[src/rtl/epf_pkg.sv]
`default_nettype none
package epf_pkg;

	localparam int COUNT_WIDTH = 32;
	localparam int FRAC_BITS   = 16;
	localparam int EST_W       = COUNT_WIDTH + FRAC_BITS;
	localparam int ERR_W       = EST_W + 1;
	localparam int ALPHA_W     = 17;
	localparam int ALPHA_FB    = 16;
	localparam int PROD_W      = ERR_W + ALPHA_W;
	localparam int DB_W        = 16;
	localparam int SNAP_W      = 31;
	localparam int CFG_IDX_W   = 3;
	localparam int CFG_DATA_W  = 31;

	localparam logic [ALPHA_W-1:0] ALPHA_ONE = ALPHA_W'(1 << ALPHA_FB);

	typedef enum logic [CFG_IDX_W-1:0] {
		IDX_ALPHA_TRK = 3'd0,
		IDX_ALPHA_SLW = 3'd1,
		IDX_DEADBAND  = 3'd2,
		IDX_SNAP_TRK  = 3'd3,
		IDX_SNAP_SLW  = 3'd4,
		IDX_BYPASS    = 3'd5
	} cfg_idx_t;

	typedef struct packed {
		logic [ALPHA_W-1:0] alpha_trk;
		logic [ALPHA_W-1:0] alpha_slw;
		logic [DB_W-1:0]    deadband;
		logic [SNAP_W-1:0]  snap_trk;
		logic [SNAP_W-1:0]  snap_slw;
		logic               bypass;
	} cfg_t;

endpackage
`default_nettype wire

[src/rtl/encoder_position_ema_filter_top.sv]
// Encoder position smoothing filter: one signed encoder sample (s_tdata) plus a
// tracking flag (s_tuser) per transfer in, one filtered position per transfer
// out, in order. A new sample is taken every cycle unless the output side stalls;
// each accepted sample moves through the estimate register to the rounding output
// register, which drives m_tdata and holds it while m_tready stays low.
// The path crosses three registers: the input register, the estimate register
// (error, deadband and snap compares, alpha multiply and update are combinational,
// so each sample sees the estimate left by the one before) and the
// rounding output register. The first sample after reset, and every slewing
// sample with bypass_on_slew set, loads the estimate and passes through unchanged.
// cfg_ready is always high and indexes beyond bypass_on_slew are ignored. Write
// registers over the cfg port only while no samples are in flight (unchecked).
`default_nettype none
module encoder_position_ema_filter_top
	import epf_pkg::*;
(
	input  wire logic                   clk,
	input  wire logic                   arst_n,
	// cfg port: index 0 alpha_tracking .. 5 bypass_on_slew
	input  wire logic                   cfg_valid,
	output      logic                   cfg_ready,
	input  wire logic [CFG_IDX_W-1:0]   cfg_index,
	input  wire logic [CFG_DATA_W-1:0]  cfg_data,
	input  wire logic                   s_tvalid,
	output      logic                   s_tready,
	input  wire logic [COUNT_WIDTH-1:0] s_tdata,  // [31:0] encoder_count
	input  wire logic                   s_tuser,  // [0] is_tracking
	output      logic                   m_tvalid,
	input  wire logic                   m_tready,
	output      logic [COUNT_WIDTH-1:0] m_tdata   // [31:0] filtered_count
);

	cfg_t             cfg;
	logic             out_ready;
	logic             est_valid;
	logic [EST_W-1:0] est_q;

	epf_cfg_regs u_cfg (
		.clk       (clk),
		.arst_n    (arst_n),
		.cfg_valid (cfg_valid),
		.cfg_index (cfg_index),
		.cfg_data  (cfg_data),
		.cfg_ready (cfg_ready),
		.cfg       (cfg)
	);

	epf_update u_update (
		.clk       (clk),
		.arst_n    (arst_n),
		.cfg       (cfg),
		.s_tvalid  (s_tvalid),
		.s_tdata   (s_tdata),
		.s_tuser   (s_tuser),
		.s_tready  (s_tready),
		.out_ready (out_ready),
		.est_valid (est_valid),
		.est_q     (est_q)
	);

	epf_round u_round (
		.clk       (clk),
		.arst_n    (arst_n),
		.est_valid (est_valid),
		.est_q     (est_q),
		.out_ready (out_ready),
		.m_tvalid  (m_tvalid),
		.m_tready  (m_tready),
		.m_tdata   (m_tdata)
	);

endmodule
`default_nettype wire

[src/rtl/epf_cfg_regs.sv]
`default_nettype none
module epf_cfg_regs
	import epf_pkg::*;
(
	input  wire logic                  clk,
	input  wire logic                  arst_n,
	input  wire logic                  cfg_valid,
	input  wire logic [CFG_IDX_W-1:0]  cfg_index,
	input  wire logic [CFG_DATA_W-1:0] cfg_data,
	output      logic                  cfg_ready,
	output      cfg_t                  cfg
);

	cfg_t cfg_q;

	assign cfg_ready = 1'b1;
	assign cfg       = cfg_q;

	always_ff @(posedge clk or negedge arst_n) begin
		if (!arst_n) begin
			cfg_q.alpha_trk <= ALPHA_ONE;
			cfg_q.alpha_slw <= ALPHA_ONE;
			cfg_q.deadband  <= '0;
			cfg_q.snap_trk  <= '0;
			cfg_q.snap_slw  <= '0;
			cfg_q.bypass    <= 1'b0;
		end else if (cfg_valid) begin
			unique case (cfg_idx_t'(cfg_index))
				IDX_ALPHA_TRK: cfg_q.alpha_trk <= cfg_data[ALPHA_W-1:0];
				IDX_ALPHA_SLW: cfg_q.alpha_slw <= cfg_data[ALPHA_W-1:0];
				IDX_DEADBAND:  cfg_q.deadband  <= cfg_data[DB_W-1:0];
				IDX_SNAP_TRK:  cfg_q.snap_trk  <= cfg_data[SNAP_W-1:0];
				IDX_SNAP_SLW:  cfg_q.snap_slw  <= cfg_data[SNAP_W-1:0];
				IDX_BYPASS:    cfg_q.bypass    <= cfg_data[0];
				default: ;
			endcase
		end
	end

endmodule
`default_nettype wire

[src/rtl/epf_update.sv]
`default_nettype none
module epf_update
	import epf_pkg::*;
(
	input  wire logic                   clk,
	input  wire logic                   arst_n,
	input  wire cfg_t                   cfg,
	input  wire logic                   s_tvalid,
	input  wire logic [COUNT_WIDTH-1:0] s_tdata,
	input  wire logic                   s_tuser,
	output      logic                   s_tready,
	input  wire logic                   out_ready,
	output      logic                   est_valid,
	output      logic [EST_W-1:0]       est_q
);

	logic                   v_s1;
	logic [COUNT_WIDTH-1:0] x_s1;
	logic                   trk_s1;
	logic                   loaded_q;

	logic                   rdy_s2;
	logic                   adv_s1;

	logic [EST_W-1:0]       xs;
	logic [ERR_W-1:0]       est_ext;
	logic [ERR_W-1:0]       err;
	logic                   err_neg;
	logic [ERR_W-1:0]       mag;
	logic                   db_hit;
	logic [SNAP_W-1:0]      snap_sel;
	logic                   snap_hit;
	logic [ALPHA_W-1:0]     alpha_sel;
	logic [ALPHA_W-1:0]     alpha_c;
	logic [PROD_W-1:0]      prod;
	logic [PROD_W-1:0]      prod_rnd;
	logic [ERR_W-1:0]       step;
	logic [ERR_W-1:0]       moved;
	logic [EST_W-1:0]       est_next;

	// stage 2 is the estimate register itself; it empties into the output stage
	assign rdy_s2   = !est_valid || out_ready;
	assign s_tready = !v_s1 || rdy_s2;
	assign adv_s1   = v_s1 && rdy_s2;

	always_comb begin
		xs      = {x_s1, {FRAC_BITS{1'b0}}};
		est_ext = {est_q[EST_W-1], est_q};
		err     = {xs[EST_W-1], xs} - est_ext;
		err_neg = err[ERR_W-1];
		mag     = err_neg ? (~err + ERR_W'(1)) : err;

		db_hit   = mag < ERR_W'({cfg.deadband, {FRAC_BITS{1'b0}}});
		snap_sel = trk_s1 ? cfg.snap_trk : cfg.snap_slw;
		snap_hit = (snap_sel != '0) && (mag >= ERR_W'({snap_sel, {FRAC_BITS{1'b0}}}));

		// alpha above one behaves as one, so the estimate never overshoots
		alpha_sel = trk_s1 ? cfg.alpha_trk : cfg.alpha_slw;
		alpha_c   = (alpha_sel > ALPHA_ONE) ? ALPHA_ONE : alpha_sel;
		prod      = PROD_W'(mag) * PROD_W'(alpha_c);
		prod_rnd  = prod + PROD_W'(1 << (ALPHA_FB - 1));
		step      = prod_rnd[ALPHA_FB +: ERR_W];
		moved     = err_neg ? (est_ext - step) : (est_ext + step);

		priority if (!loaded_q || (cfg.bypass && !trk_s1)) begin
			est_next = xs;
		end else if (db_hit) begin
			est_next = est_q;
		end else if (snap_hit) begin
			est_next = xs;
		end else begin
			est_next = moved[EST_W-1:0];
		end
	end

	always_ff @(posedge clk or negedge arst_n) begin
		if (!arst_n) begin
			v_s1      <= 1'b0;
			est_valid <= 1'b0;
			loaded_q  <= 1'b0;
			est_q     <= '0;
		end else begin
			if (s_tready) begin
				v_s1 <= s_tvalid;
			end
			if (rdy_s2) begin
				est_valid <= v_s1;
			end
			if (adv_s1) begin
				est_q    <= est_next;
				loaded_q <= 1'b1;
			end
		end
	end

	always_ff @(posedge clk) begin
		if (s_tvalid && s_tready) begin
			x_s1   <= s_tdata;
			trk_s1 <= s_tuser;
		end
	end

endmodule
`default_nettype wire

[src/rtl/epf_round.sv]
`default_nettype none
module epf_round
	import epf_pkg::*;
(
	input  wire logic                   clk,
	input  wire logic                   arst_n,
	input  wire logic                   est_valid,
	input  wire logic [EST_W-1:0]       est_q,
	output      logic                   out_ready,
	output      logic                   m_tvalid,
	input  wire logic                   m_tready,
	output      logic [COUNT_WIDTH-1:0] m_tdata
);

	logic [ERR_W-1:0] sum;
	logic             ld;

	assign out_ready = !m_tvalid || m_tready;
	assign ld        = est_valid && out_ready;

	// half away from zero: negative values add one less than half, then floor
	assign sum = {est_q[EST_W-1], est_q} + ERR_W'(1 << (FRAC_BITS - 1))
		- ERR_W'(est_q[EST_W-1]);

	always_ff @(posedge clk or negedge arst_n) begin
		if (!arst_n) begin
			m_tvalid <= 1'b0;
		end else if (out_ready) begin
			m_tvalid <= est_valid;
		end
	end

	always_ff @(posedge clk) begin
		if (ld) begin
			m_tdata <= sum[FRAC_BITS +: COUNT_WIDTH];
		end
	end

endmodule
`default_nettype wire

[config.mk]
export PLATFORM = sky130hd
export DESIGN_NAME = encoder_position_ema_filter_top
export DESIGN_NICKNAME = d
export VERILOG_FILES = /design/src/rtl/epf_pkg.sv /design/src/rtl/encoder_position_ema_filter_top.sv /design/src/rtl/epf_cfg_regs.sv /design/src/rtl/epf_update.sv /design/src/rtl/epf_round.sv
export SDC_FILE = /design/constraint.sdc
export NUM_CORES = 2
export LEC_CHECK = 0
export BUFFER_PORTS_ARGS = -buffer_cell sky130_fd_sc_hd__buf_2
export CORE_MARGIN = 10
export CORE_UTILIZATION = 50
export DETAILED_ROUTE_END_ITERATION = 10
export HOLD_SLACK_MARGIN = 0.02
export PLACE_DENSITY = 0.69
export SLEW_MARGIN = 5
export SYNTH_ARGS = -nofsm -noshare
export SYNTH_HDL_FRONTEND = slang
export SYNTH_SLANG_ARGS = --single-unit
[constraint.sdc]
create_clock -name clk -period 16.1 [get_ports clk]
set_clock_uncertainty 0.15 [all_clocks]
set_input_delay 0.805 -clock clk [delete_from_list [all_inputs] [get_ports clk]]
set_output_delay 0.805 -clock clk [all_outputs]
set_load 0.01 [all_outputs]
==> flow_metrics.py <==
metrics = {
    "outcome": {
        "outcome": "finished, final reports clean",
    },
    "clocking": {
        "cts_tree": "yes",
        "cts_max_level": 1,
        "clk_path_buf_depth": 3,
        "clockRootBuffer": "clkbuf_16",
        "clkLatencyLatePin_ps": 620,
        "cts.reportedPaths.clkPinSlew_ps": 90,
        "cts.sinks": 230,
        "cts_buffers": 27,
    },
    "logic_synthesis": {
        "synth_edf_count": 65,
        "yosysTopAreaCellShare": 0.309,
        "synth_cells": 5316,
        "seq_area_frac_synth": 0.133,
        "synthFlopType": "dfrtp_1",
        "syn_area_sq_mm": 0.0457,
        "yosys_warnings": 0,
        "synth_nets": 6449,
        "ys_types": 93,
        "synth_area_leaders": "fa_1 31%, ha_1 9.8%, dfrtp_1 8.9%",
        "syn_area_per_cell_sq_um": 8.59,
        "synth_top_area_cell": "fa_1",
        "synth-async-reset-ratio": 0.717,
        "ys_ff_latch": 230,
    },
    "critical_path": {
        "crit_top_cell": "fa_1",
        "crit_path_top_delay_cell": "or4_1",
        "path_class": "reg -> reg",
        "start_kind": "flop",
        "reg2regPathDepth": 51,
        "regToRegStartpoint": "u_update.est_q[1]",
        "crit_start": "u_update.est_q[1]",
        "critPathRequiredTime_ps": 16400,
        "setup.worst_path.end": "u_update.est_q[44]",
        "crit_path_end_kind": "flop",
        "reg2reg_slack_ps": 770,
        "worst_ep_arrival_time_ps": 15620,
        "max_stage_delay_ps": 620,
        "rr_endpoint": "u_update.est_q[44]",
        "path_max_fanout": 9,
    },
    "placement": {
        "dp.cells": 6517,
        "post-dp-hpwl_mm": 120,
        "io_buffers": 105,
        "place.gp.congestion": 0.980,
    },
    "drt": {
        "vias_per_cell": 5.84,
        "antenna_violating_nets_post_route": 0,
        "vias": 38400,
        "wl_mm": 148,
        "drtIter0Drc": 3603,
        "firstDrtPassIters": 6,
        "wire_per_inst_um": 22.6,
        "drc": 0,
    },
    "finish": {
        "final_cells": 6575,
        "seq_area_sq_mm": 0.00608,
        "final_core_util": 0.543,
        "multi_input_area_sq_mm": 0.0353,
        "drive_gt1_frac": 0.0871,
        "fillers": 8304,
        "nets": 6509,
        "synthToLayoutAreaGrowth_pct": 7.34,
    },
    "floorplan": {
        "fp-row-count": 110,
        "fp.dieH_um": 322,
        "start_util": 0.506,
        "io_pins": 107,
        "die_area_sq_mm": 0.104,
        "coreArea_sq_mm": 0.0903,
        "die_w_um": 322,
    },
    "global_route": {
        "grt_pass1_wl_mm": 234,
        "overflow": 0,
        "grt_max_degree": 91,
        "antenna_found_initial": 3,
        "grt_pass1_vias": 40000,
        "grt_usage": 0.289,
    },
    "sta": {
        "setup_tns_ps": 0,
        "period_share": 0.952,
        "fmax_ghz": 0.0653,
        "drv_slew": 0,
        "fin_crit_ps": 15330,
        "slew_headroom": 0.229,
        "tightest_slew_ps": 1160,
        "hold_violations": 0,
        "finalSetupViolations": 0,
        "rsz0062_at_grt": "no",
    },
    "worst_hold_path": {
        "hp-class": "in -> reg",
    },
    "run": {
        "drv_cap": 0,
    },
}
[metrics by stage]
step | hold WS [ps] | setup WS, ps | cell area, sq um
6_report | 199 | 774 | 49000
5_1_grt | 197 | 3.27 | 49000
4_1_cts | 173 | 49.5 | 48900
3_5_place_dp | 330 | -138 | 47900
3_3_place_gp | 325 | -78.9 | 47900
2_1_floorplan | 285 | 1200 | 45700
[critical path: cells and delay by family, from the launching register on]
family | cells | cell delay, ps
AOI/OAI and AO/OA | 15 | 3700
xor gates and xnor gates | 4 | 1010
adders and majority gates | 9 | 4140
buffers and inverters | 8 | 1370
DFF | 1 | 440
muxes | 1 | 390
and+or+nand+nor | 14 | 3940
[Yosys cell counts, types with 18 or more instances]
cell and n:
nor4_1 23, o21ai_1 30, edfxtp_1 65, nand3_1 66
a21oi_1 202, or3_1 21, o211ai_1 21, mux2i_1 52
o21ai_0 136, fa_1 704, and3_1 34, nor2b_1 57
ha_1 357, a211oi_1 23, clkbuf_1 182, inv_1 973
a31oi_1 33, and2_1 71, xnor2_1 165, o21bai_1 21
nand2_1 659, xor2_1 97, nor3_1 68, nand2b_1 36
dfrtp_1 163, o21a_1 25, a21o_1 108, mux2_2 112
and4_1 18, nand4_1 45, o31ai_1 33, nor2_1 476
[per-layer routing]
layer | track usage | vias to the layer above | part of all wire
met3 | 0.0738 | 383 | 0.099
li1 | - | 17100 | -
met2 | 0.450 | 1847 | 0.44
met4 | 0.129 | 2 | 0.055
met5 | 0 | - | 0.000074
met1 | 0.377 | 19000 | 0.41
[cell families after synthesis]
family,Yosys count,share of synthesized area
XOR/XNOR,264,0.0512
flip-flops,230,0.133
other,1,0.0000821
multiplexers,164,0.0390
AND/OR/NAND/NOR,1648,0.164
adder cells (fa/ha/maj),1061,0.406
AO/OA/AOI/OAI,751,0.106
buffers and inverters,1197,0.0998
[how the worst min path moves through the flow]
stage | to | depth (start not counted) | from | slack (ps)
3_5_place_dp | u_update.est_valid | 1 | u_update.v_s1 | 330
6_report | u_update.trk_s1 | 1 | s_tuser | 200
4_1_cts | u_update.trk_s1 | 1 | s_tuser | 170
3_3_place_gp | u_update.est_valid | 1 | u_update.v_s1 | 320
5_1_grt | u_update.trk_s1 | 1 | s_tuser | 200
2_1_floorplan | u_update.loaded_q | 1 | u_update.loaded_q | 290
[registers in the layout (all words and copies together), names as in the netlist]
signal              flops
u_cfg.cfg             113
u_round.m_tdata        32
u_round.m_tvalid        1
u_update.est_q         48
u_update.est_valid      1
u_update.loaded_q       1
u_update.trk_s1         1
u_update.v_s1           1
u_update.x_s1          32
[layout make-up]
type	instances	area share
antenna	2	0.000102
timing repair buffer	241	0.0317
clock inverter	14	0.00396
multi-input combinational	3889	0.720
clock buffer	36	0.0149
inverter	987	0.0757
tap	1176	0.0300
sequential	230	0.124
[cell usage in the layout (no fill, tap or decap), types with 112 or more instances in the layout]
cell type / instances
inv_1: 971
fa_1: 704
nand2_1: 658
nor2_1: 472
ha_1: 356
a21oi_1: 201
dfrtp_1: 163
xnor2_1: 160
o21ai_0: 136
buf_4: 135
mux2_2: 112
[repair_timing]
item | 4_1_cts | 5_1_grt
buffers inserted | 0 | 5
resized for setup | 2 | 16
endpoints found under the setup margin | 2 | 13
endpoints found under the hold margin | 29 | 0
pin swaps | 0 | 1
hold buffers | 1 | 0
Power is left out: the tool's default activity adds up to more than one toggle a clock period on the data nets, which glitch-free logic cannot reach.
